**src/fsp_pkg.sv**
```systemverilog
// ----------------------------------------------------------------------------
// fsp_pkg
// Shared types and constants for the float literal prefix scanner: word
// formats, character classes, scan phases and status codes.
// ----------------------------------------------------------------------------
package fsp_pkg;

  localparam logic [7:0] CH_PLUS  = 8'h2B;
  localparam logic [7:0] CH_MINUS = 8'h2D;
  localparam logic [7:0] CH_POINT = 8'h2E;
  localparam logic [7:0] CH_E_LO  = 8'h65;
  localparam logic [7:0] CH_E_UP  = 8'h45;
  localparam logic [7:0] CH_ZERO  = 8'h30;
  localparam logic [7:0] CH_NINE  = 8'h39;

  typedef struct packed {
    logic [7:0] char_code;
    logic       at_end;
  } in_word_t;

  typedef struct packed {
    logic       consumed;
    logic [1:0] scan_status;
    logic       give_back;
  } out_word_t;

  typedef enum logic [2:0] {
    CL_DIGIT,
    CL_SIGN,
    CL_POINT,
    CL_EXP,
    CL_OTHER,
    CL_END
  } char_class_t;

  typedef enum logic [2:0] {
    PH_START,
    PH_AFTER_SIGN,
    PH_MANTISSA,
    PH_AFTER_E,
    PH_EXP_SIGN,
    PH_EXP_DIGITS
  } phase_t;

  typedef enum logic [1:0] {
    ST_SCANNING,
    ST_ACCEPT,
    ST_REJECT,
    ST_EMPTY
  } status_t;

  // queue head as seen by the back end
  typedef struct packed {
    logic        valid;
    char_class_t cls;
  } q_head_t;

  function automatic char_class_t classify(input logic [7:0] c, input logic at_end);
    char_class_t cl;
    if (at_end) begin
      cl = CL_END;
    end else if (c >= CH_ZERO && c <= CH_NINE) begin
      cl = CL_DIGIT;
    end else if (c == CH_PLUS || c == CH_MINUS) begin
      cl = CL_SIGN;
    end else if (c == CH_POINT) begin
      cl = CL_POINT;
    end else if (c == CH_E_LO || c == CH_E_UP) begin
      cl = CL_EXP;
    end else begin
      cl = CL_OTHER;
    end
    return cl;
  endfunction

endpackage

```
**src/float_literal_prefix_scanner.sv**
```systemverilog
// ----------------------------------------------------------------------------
// float_literal_prefix_scanner
// Recognizes the longest decimal floating-point literal prefix of a
// character stream, one character word in, one result word out.
// ----------------------------------------------------------------------------
// Usage:
//   in_data carries one character (or the end-of-stream mark in at_end).
//   out_data reports for that character whether it was consumed, the scan
//   status (scanning, accepted, rejected, rejected on empty stream) and
//   whether the last sign, point or exponent letter goes back to the stream.
//   Every accepted input word yields exactly one result word, in order.
//   A word passes through the class queue and then the result register.
//   Throughput: one word per cycle while out_stall is low; the scan state
//   machine updates once per character and its next state depends on the
//   current class, the scan phase and the seen point and digit flags.
//   A two-entry class queue sits between the classifier and the state
//   machine; in_stall rises only when that queue is full. While out_stall
//   is high and a result word waits, the result register holds it and the
//   state machine waits.
//   Reset (rst_n low, synchronous) empties the queue and the result
//   register and returns the scan to start of number.
// ----------------------------------------------------------------------------
module float_literal_prefix_scanner (
  input  logic               clk,
  input  logic               rst_n,
  input  logic               in_valid,
  output logic               in_stall,
  input  fsp_pkg::in_word_t  in_data,
  output logic               out_valid,
  input  logic               out_stall,
  output fsp_pkg::out_word_t out_data
);
  import fsp_pkg::*;

  q_head_t q_head;
  logic    q_pop;

  fsp_front u_front (
    .clk      (clk),
    .rst_n    (rst_n),
    .in_valid (in_valid),
    .in_stall (in_stall),
    .in_data  (in_data),
    .q_head   (q_head),
    .q_pop    (q_pop)
  );

  fsp_back u_back (
    .clk       (clk),
    .rst_n     (rst_n),
    .q_head    (q_head),
    .q_pop     (q_pop),
    .out_valid (out_valid),
    .out_stall (out_stall),
    .out_data  (out_data)
  );

endmodule

```
**src/fsp_front.sv**
```systemverilog
// ----------------------------------------------------------------------------
// fsp_front
// Input side: classifies each character word and holds the class in a
// two-entry queue for the back end.
// ----------------------------------------------------------------------------
module fsp_front (
  input  logic              clk,
  input  logic              rst_n,
  input  logic              in_valid,
  output logic              in_stall,
  input  fsp_pkg::in_word_t in_data,
  output fsp_pkg::q_head_t  q_head,
  input  logic              q_pop
);
  import fsp_pkg::*;

  char_class_t q_mem_r [2];
  logic        wr_ptr_r, wr_ptr_nxt;
  logic        rd_ptr_r, rd_ptr_nxt;
  logic [1:0]  cnt_r, cnt_nxt;
  logic        push, pop;

  assign in_stall = (cnt_r == 2'd2);
  assign push     = in_valid && !in_stall;
  assign pop      = q_pop && (cnt_r != 2'd0);

  assign q_head.valid = (cnt_r != 2'd0);
  assign q_head.cls   = q_mem_r[rd_ptr_r];

  always_comb begin
    wr_ptr_nxt = push ? ~wr_ptr_r : wr_ptr_r;
    rd_ptr_nxt = pop ? ~rd_ptr_r : rd_ptr_r;
    cnt_nxt    = cnt_r + {1'b0, push} - {1'b0, pop};
  end

  always_ff @(posedge clk) begin
    if (!rst_n) begin
      wr_ptr_r <= 1'b0;
      rd_ptr_r <= 1'b0;
      cnt_r    <= 2'd0;
    end else begin
      wr_ptr_r <= wr_ptr_nxt;
      rd_ptr_r <= rd_ptr_nxt;
      cnt_r    <= cnt_nxt;
    end
  end

  always_ff @(posedge clk) begin
    if (push) begin
      q_mem_r[wr_ptr_r] <= classify(in_data.char_code, in_data.at_end);
    end
  end

endmodule

```
**src/fsp_back.sv**
```systemverilog
// ----------------------------------------------------------------------------
// fsp_back
// Scan state machine: takes one class per cycle from the queue unless a
// stalled result waits; sets the literal phase and the registered result word.
// ----------------------------------------------------------------------------
module fsp_back (
  input  logic               clk,
  input  logic               rst_n,
  input  fsp_pkg::q_head_t   q_head,
  output logic               q_pop,
  output logic               out_valid,
  input  logic               out_stall,
  output fsp_pkg::out_word_t out_data
);
  import fsp_pkg::*;

  phase_t      phase_r, phase_nxt;
  logic        seen_point_r, seen_point_nxt;
  logic        seen_digit_r, seen_digit_nxt;
  logic        out_valid_r;
  out_word_t   out_data_r;

  char_class_t cls;
  logic        take;
  status_t     status;
  logic        back;
  logic        m_point, m_digit;

  assign cls   = q_head.cls;
  assign q_pop = q_head.valid && (!out_valid_r || !out_stall);

  // flags that apply in mantissa evaluation: a fresh scan starts them clear
  assign m_point = (phase_r == PH_MANTISSA) ? seen_point_r : 1'b0;
  assign m_digit = (phase_r == PH_MANTISSA) ? seen_digit_r : 1'b0;

  // result of the current class
  always_comb begin
    take   = 1'b0;
    status = ST_SCANNING;
    back   = 1'b0;
    case (phase_r)
      PH_AFTER_SIGN: begin
        if (cls == CL_DIGIT || cls == CL_POINT) begin
          take = 1'b1;
        end else begin
          status = ST_REJECT;
          back   = 1'b1;
        end
      end
      PH_AFTER_E: begin
        if (cls == CL_DIGIT || cls == CL_SIGN) begin
          take = 1'b1;
        end else begin
          status = ST_ACCEPT;
          back   = 1'b1;
        end
      end
      PH_EXP_SIGN: begin
        if (cls == CL_DIGIT) begin
          take = 1'b1;
        end else begin
          status = ST_REJECT;
          back   = 1'b1;
        end
      end
      PH_EXP_DIGITS: begin
        if (cls == CL_DIGIT) begin
          take = 1'b1;
        end else begin
          status = ST_ACCEPT;
        end
      end
      default: begin
        if (phase_r != PH_MANTISSA && cls == CL_END) begin
          status = ST_EMPTY;
        end else if (phase_r != PH_MANTISSA && cls == CL_SIGN) begin
          take = 1'b1;
        end else if (cls == CL_DIGIT) begin
          take = 1'b1;
        end else if (cls == CL_POINT && !m_point) begin
          take = 1'b1;
        end else if (!m_digit) begin
          status = ST_REJECT;
          back   = m_point;
        end else if (cls == CL_EXP) begin
          take = 1'b1;
        end else begin
          status = ST_ACCEPT;
        end
      end
    endcase
  end

  // next scan state
  always_comb begin
    phase_nxt      = phase_r;
    seen_point_nxt = seen_point_r;
    seen_digit_nxt = seen_digit_r;
    if (status != ST_SCANNING) begin
      phase_nxt      = PH_START;
      seen_point_nxt = 1'b0;
      seen_digit_nxt = 1'b0;
    end else begin
      case (phase_r)
        PH_AFTER_SIGN: begin
          phase_nxt = PH_MANTISSA;
          if (cls == CL_DIGIT) begin
            seen_digit_nxt = 1'b1;
          end else begin
            seen_point_nxt = 1'b1;
          end
        end
        PH_AFTER_E: begin
          phase_nxt = (cls == CL_DIGIT) ? PH_EXP_DIGITS : PH_EXP_SIGN;
        end
        PH_EXP_SIGN: begin
          phase_nxt = PH_EXP_DIGITS;
        end
        PH_EXP_DIGITS: begin
          phase_nxt = PH_EXP_DIGITS;
        end
        default: begin
          seen_point_nxt = m_point;
          seen_digit_nxt = m_digit;
          if (phase_r != PH_MANTISSA && cls == CL_SIGN) begin
            phase_nxt      = PH_AFTER_SIGN;
            seen_point_nxt = 1'b0;
            seen_digit_nxt = 1'b0;
          end else if (cls == CL_DIGIT) begin
            phase_nxt      = PH_MANTISSA;
            seen_digit_nxt = 1'b1;
          end else if (cls == CL_POINT) begin
            phase_nxt      = PH_MANTISSA;
            seen_point_nxt = 1'b1;
          end else begin
            phase_nxt = PH_AFTER_E;
          end
        end
      endcase
    end
  end

  always_ff @(posedge clk) begin
    if (!rst_n) begin
      phase_r      <= PH_START;
      seen_point_r <= 1'b0;
      seen_digit_r <= 1'b0;
      out_valid_r  <= 1'b0;
    end else begin
      if (q_pop) begin
        phase_r      <= phase_nxt;
        seen_point_r <= seen_point_nxt;
        seen_digit_r <= seen_digit_nxt;
        out_valid_r  <= 1'b1;
      end else if (!out_stall) begin
        out_valid_r  <= 1'b0;
      end
    end
  end

  always_ff @(posedge clk) begin
    if (q_pop) begin
      out_data_r.consumed    <= take;
      out_data_r.scan_status <= status;
      out_data_r.give_back   <= back;
    end
  end

  assign out_valid = out_valid_r;
  assign out_data  = out_data_r;

  a_end_not_consumed: assert property (@(posedge clk) disable iff (!rst_n)
    out_valid_r && out_data_r.scan_status != ST_SCANNING |-> !out_data_r.consumed)
    else $error("result word ends a scan but marks the character consumed");

  a_give_back_at_end: assert property (@(posedge clk) disable iff (!rst_n)
    out_valid_r && out_data_r.give_back |-> out_data_r.scan_status != ST_SCANNING)
    else $error("give_back set while still scanning");

  a_end_restarts: assert property (@(posedge clk) disable iff (!rst_n)
    q_pop && status != ST_SCANNING |=> phase_r == PH_START && !seen_point_r && !seen_digit_r)
    else $error("scan end did not return to start of number");

  a_pop_fills_out: assert property (@(posedge clk) disable iff (!rst_n)
    q_pop |=> out_valid_r)
    else $error("popped class produced no result word");

endmodule

```
**config.mk**
```make
export PLATFORM = sky130hd
export DESIGN_NAME = float_literal_prefix_scanner
export DESIGN_NICKNAME = d
export VERILOG_FILES = /design/src/fsp_pkg.sv /design/src/float_literal_prefix_scanner.sv /design/src/fsp_front.sv /design/src/fsp_back.sv
export SDC_FILE = /design/constraint.sdc
export NUM_CORES = 1
export LEC_CHECK = 0
export BUFFER_PORTS_ARGS = -buffer_cell sky130_fd_sc_hd__buf_2
export CAP_MARGIN = 10
export CORE_MARGIN = 2
export CORE_UTILIZATION = 40
export DETAILED_ROUTE_END_ITERATION = 12
export HOLD_SLACK_MARGIN = 0.03
export REMOVE_ABC_BUFFERS = 1
export SYNTH_ARGS = -nofsm -noshare
export SYNTH_HDL_FRONTEND = slang
export SYNTH_HIERARCHICAL = 1
export SYNTH_SLANG_ARGS = --single-unit
```
**constraint.sdc**
```tcl
create_clock -name clk -period 6.4 [get_ports clk]
set_input_delay 0.32 -clock clk [delete_from_list [all_inputs] [get_ports clk]]
set_output_delay 0.32 -clock clk [all_outputs]
set_load 0.03 [all_outputs]
```
# Word-level counts from Yosys, hierarchy flattened

Memory sizes are Yosys's and may differ from the RTL's. A register that Yosys moved wholly into a read port is not among the register bits.
Cells that the tools add are included.

Flip-flop bits (word level): 14
RAM bits: 6
Output and inout bits: 6
Word-level logic and storage cells: 121
Memories kept: 1

Memory list:

| memory          | depth | width | read ports | clocked after memory_dff | wr ports | RTL line        | text |
|---|---|---|---|---|---|---|---|
| u_front.q_mem_r | 2     | 3     | 1          | 1                        | 1        | fsp_front.sv:17 | `char_class_t q_mem_r [2];` |

$add $sub $neg: 2
Order comparisons: 2
Equality and inequality tests: 20
Multiplexer cells: 61
Bitwise logic cells: 2
Reduce and logical (&&, ||, !) cells: 23

Operators with widths:

| cell                                                               | count |
|---|---|
| two-way mux 1 bit                                                  | 39 |
| two-way mux 3 bit                                                  | 9 |
| equality test 8 x 6 -> 1 bit (second input constant)               | 3 |
| equality test 8 x 7 -> 1 bit (second input constant)               | 2 |
| two-way mux 2 bit                                                  | 7 |
| equality test 3 x 2 -> 1 bit (second input constant)               | 4 |
| equality test 3 bit (second input constant)                        | 3 |
| case mux 3 bit (3 select lines)                                    | 1 |
| greater-or-equal comparator 8 x 6 -> 1 bit (second input constant) | 1 |
| <= comparator 8 x 6 -> 1 bit (second input constant)               | 1 |
| case mux 2 bit (4 select lines)                                    | 1 |
| logical AND 1 bit                                                  | 7 |
| equality test 3 x 1 -> 1 bit (second input constant)               | 2 |
| AND reduction 3 bit                                                | 2 |
| logical OR 1 bit                                                   | 5 |
| zero test 1 bit                                                    | 4 |
| != test 2 x 1 -> 1 bit (second input constant)                     | 2 |
| case mux 1 bit (2 select lines)                                    | 2 |
| case mux 1 bit (4 select lines)                                    | 1 |
| nonzero test 2 bit                                                 | 2 |
| zero test 3 bit                                                    | 1 |
| != test 3 x 1 -> 1 bit (second input constant)                     | 1 |
| != test 3 x 2 -> 1 bit (second input constant)                     | 1 |
| != test 3 bit (second input constant)                              | 1 |
| 7 further kinds                                                    | 8 |

# Depth between registers and ports, before layout

Word-level depth: 12
Mapped depth: 9
Depth with buffers taken out: 9

# By module

Netlist, hierarchy kept.

Modules (own cells, without submodules):

| module    | times used | cells each | area each (um2) | seq. area each (um2) |
|---|---|---|---|---|
| fsp_back  | 1          | 92         | 758.2           | 240.2 |
| fsp_front | 1          | 49         | 564.3           | 280.3 |

# Least setup slack after synthesis

OpenSTA, ideal clock, no wires.

Path kind: flip-flop to flip-flop
Start: register u_front.cnt_r[1]
End: register u_front.cnt_r[1]
Library setup time: 115 ps
Arrival time: 1992 ps
Slack: 4293 ps
Stages on the path, launching flop included: 10
Buffers on the path: 0
Cells stage by stage: dfxtp_1 > or2_1 > a21boi_1 > and2_4 > ha_1 > inv_1 > ha_1 > xnor2_1 > xnor2_1 > and2_1

RTL lines:

| what                   | RTL line        | text |
|---|---|---|
| start, declared        | fsp_front.sv:20 | `logic [1:0] cnt_r, cnt_nxt;` |
| start signal, assigned | fsp_front.sv:44 | `cnt_r <= cnt_nxt;` |

==> results.ini <==
[grt]
grt_antenna_before_repair=0
grt_max_degree=20
grt_use_total_pct=15.1
grt_overflow_total=0
grt_pass1_vias=965
grt_pass1_wl_mm=4.31

[sta]
finalSetupViolCount=0
clock_skew_ps=7.40
worst_hold_slack_ps=272
fin_setup_tns_ps=0
final-hold-violation-count=0
tightest_slew_ps=828
fin_crit_sh_pct=38.2
fmax_ghz=0.409
rsz0062_at_grt=no
slew_viol_final=0
max-slew-margin-rel_pct=44.7
period_minus_slack_ps=2440

[logic_synthesis]
yosys_warnings=6
synth_cell_types=53
synth_edf_count=10
synth_ff_type=dfxtp_1
ys_ff_latch=21
syn_inst=141
yosysSeqAreaShare_pct=39.4
avgSynthCellArea_um2=9.38
netlist_area_um2=1320
synthArstFlopShare_pct=0

[status]
outcome=completed

[drt]
postRouteAntennaNets=0
routed_wl_mm=2.61
drc=0
drt_pre_antenna_iters=4
dr.first_iter.drc_count=72
post_drt_wl_per_cell_um=13.1
vias=1083
routed_via_density=5.42

[pwr]
power_density_nw_per_um2=328
p_switching_w=0.000189
peakVddDrop_v=0.000215
power_frac_seq_pct=42.0
internal-power_w=0.000291
switching_share_pct=39.3
p_clk_share_pct=12.7
comb_power_share_pct=45.3
p_leak_nw=0.573

[worst_setup_path]
cp_data_arrival_time_ps=2640
cp.required_ps=6600
ff2ff_path_depth=6
worstPathCellList=mux2_1 > or3b_1 > o21bai_1 > a311oi_1 > or3_4 > o32ai_1
r2r_setup_slack_ps=3960
critPathMaxFanout=14
slowest_stage=mux2_1
crit_end=u_back/phase_r[0]$_SDFFE_PN0P_
critPathLaunchType=flip-flop
crit_type=reg -> reg
crit_path_max_incr_delay_ps=520
r2r-end=u_back/phase_r[0]$_SDFFE_PN0P_
worstSetupEndpointType=flip-flop

[finish]
nets=172
diodes=0
layoutNonFillerInstCount=200
drive_gt1_share_pct=19.9
area_growth_pct=10.7

[die]
die_h_um=61.5
coreArea_um2=3100
start_util_pct=42.6
fp.dieArea_um2=3780
ios=19
die_w_um=61.5
rows=20

[placed_design]
place_inst=196
hpwl_mm=1.93
gp_congestion=0.827
io_buffers=18

[run]
max-cap-violations=0

[clock_tree]
cts.path.max_buffers=2
cts_setup_buffers=0
tritoncts=done
clk_pin_slew_ps=110
numCtsBuffers=3
hold_buffers=0
cts.repair.resized=0
htreeDepth=1
worstSkewPairLatency_ps=300
cts-root-buf=clkbuf_4
cts_sinks=21

[worst_hold_path]
hold_path.class=in -> reg

==> power by group through the flow <==
stage	registers, W	clock network [W]	logic (W)
floorplan	0.000225	0	0.000148
global placement	0.000204	0	0.000214
detailed placement	0.000205	0	0.000218
CTS	0.000202	0.0000630	0.000220
global route	0.000207	0.0000692	0.000242
finish	0.000202	0.0000611	0.000217
==> final cells by class <==
cell class / count / area [µm²]
Clock inverter: 1 / 5.00
Clock buffer: 3 / 22.5
Sequential cell: 21 / 520
Tap cell: 44 / 55.1
Timing Repair Buffer: 18 / 90.1
Inverter: 10 / 37.5
Multi-Input combinational cell: 103 / 733
Fill cell: 320 / 1640
==> state kept, by name (all words and copies together), names as in the netlist, named ones only <==
| signal | cells |
|---|---|
| u_back/phase_r | 3 |
| u_back/out_valid | 1 |
| u_front/wr_ptr_r | 1 |
| u_front/q_mem_r | 6 |
| u_back/out_data | 4 |
| u_back/seen_point_r | 1 |
| u_front/cnt_r | 2 |
| u_back/seen_digit_r | 1 |
| u_front/rd_ptr_r | 1 |
==> how the worst min path moves through the flow <==
stage / to / slack (ps) / startpoint / cells after the start
after CTS: u_back/out_valid$_SDFFE_PN0P_ / 270 / out_stall / 3
after global placement: u_back/out_valid$_SDFFE_PN0P_ / 490 / u_back/out_valid$_SDFFE_PN0P_ / 2
after floorplan: u_front/cnt_r[0]$_SDFF_PN0_ / 440 / rst_n / 1
after global routing: u_back/out_valid$_SDFFE_PN0P_ / 260 / out_stall / 3
final: u_back/out_valid$_SDFFE_PN0P_ / 270 / out_stall / 3
after detailed placement: u_back/out_valid$_SDFFE_PN0P_ / 500 / u_back/out_valid$_SDFFE_PN0P_ / 2
==> per-layer routing <==
metal | up-vias | wire length [µm] | GRT usage (%)
li1 | 553 | - | -
met1 | 507 | 1220 | 20.1
met2 | 21 | 1290 | 25.3
met3 | 2 | 99 | 3.78
met4 | 0 | 10 | 2.74
met5 | - | 0 | 0
==> cells in the final DEF, fill, tap and decap left out, types with 2 or more instances in the layout <==
cell type  synthesis  routed
a21oi_1           11      11
mux2_1             2       2
ha_1               2       2
or3b_1             4       4
or2_1              2       2
and2_1             3       3
buf_2              3      18
inv_1              9       9
a21boi_1           2       2
nand3_1            3       3
o211a_1            2       2
nor3_1             2       2
clkbuf_4           0       3
and3_1             2       2
a311oi_1           2       2
o21ai_0            2       2
nand2_1            9       9
edfxtp_1          10      10
nor2b_1            4       4
a31oi_1            3       3
nand3b_1           2       2
nor2_1             7       7
xor2_1             2       2
xnor2_1            4       4
o32ai_1            4       4
nor3b_1            2       2
nand2b_1           4       4
dfxtp_1           11      11
==> worst max-delay path, delay by kind of cell (launching register included) <==
family,cells,cell delay (ps)
multiplexers,1,520
flip-flops,1,390
AO/OA/AOI/OAI,3,560
AND/OR/NAND/NOR,2,870
==> stage by stage <==
step	util (%)	setup slack, ps	area (µm²)	power [W]
floorplan	-	4180	1290	0.000373
global placement	46.3	4000	1440	0.000418
detailed placement	46.3	3990	1440	0.000424
CTS	47.2	3940	1460	0.000485
global route	47.2	3770	1460	0.000518
finish	47.2	3960	1460	0.000480
==> synth_stat cells, drive strengths merged (3+ instances only) <==
cell type	number	area share, %
a21oi	11	4.2
dfxtp	11	17
edfxtp	10	23
inv	10	2.8
nand2	9	2.6
nor2	7	2.0
and2	4	2.1
clkbuf	4	1.2
nand2b	4	1.9
nor2b	4	1.9
o32ai	4	2.6
or3b	4	2.6
xnor2	4	2.6
a31oi	3	1.4
buf	3	1.1
mux2	3	2.6
nand3	3	1.1
or2	3	1.4
==> logic make-up after synthesis <==
| kind of cell | after synthesis | synth area share, % |
|---|---|---|
| AND/OR/NAND/NOR | 55 | 26.5 |
| multiplexers | 4 | 3.31 |
| AO/OA/AOI/OAI | 36 | 19.8 |
| flip-flops | 21 | 39.4 |
| adder cells (fa/ha/maj) | 2 | 1.89 |
| buffers and inverters | 17 | 5.20 |
| XOR/XNOR | 6 | 3.97 |
Power figures use the tool's default switching activity.
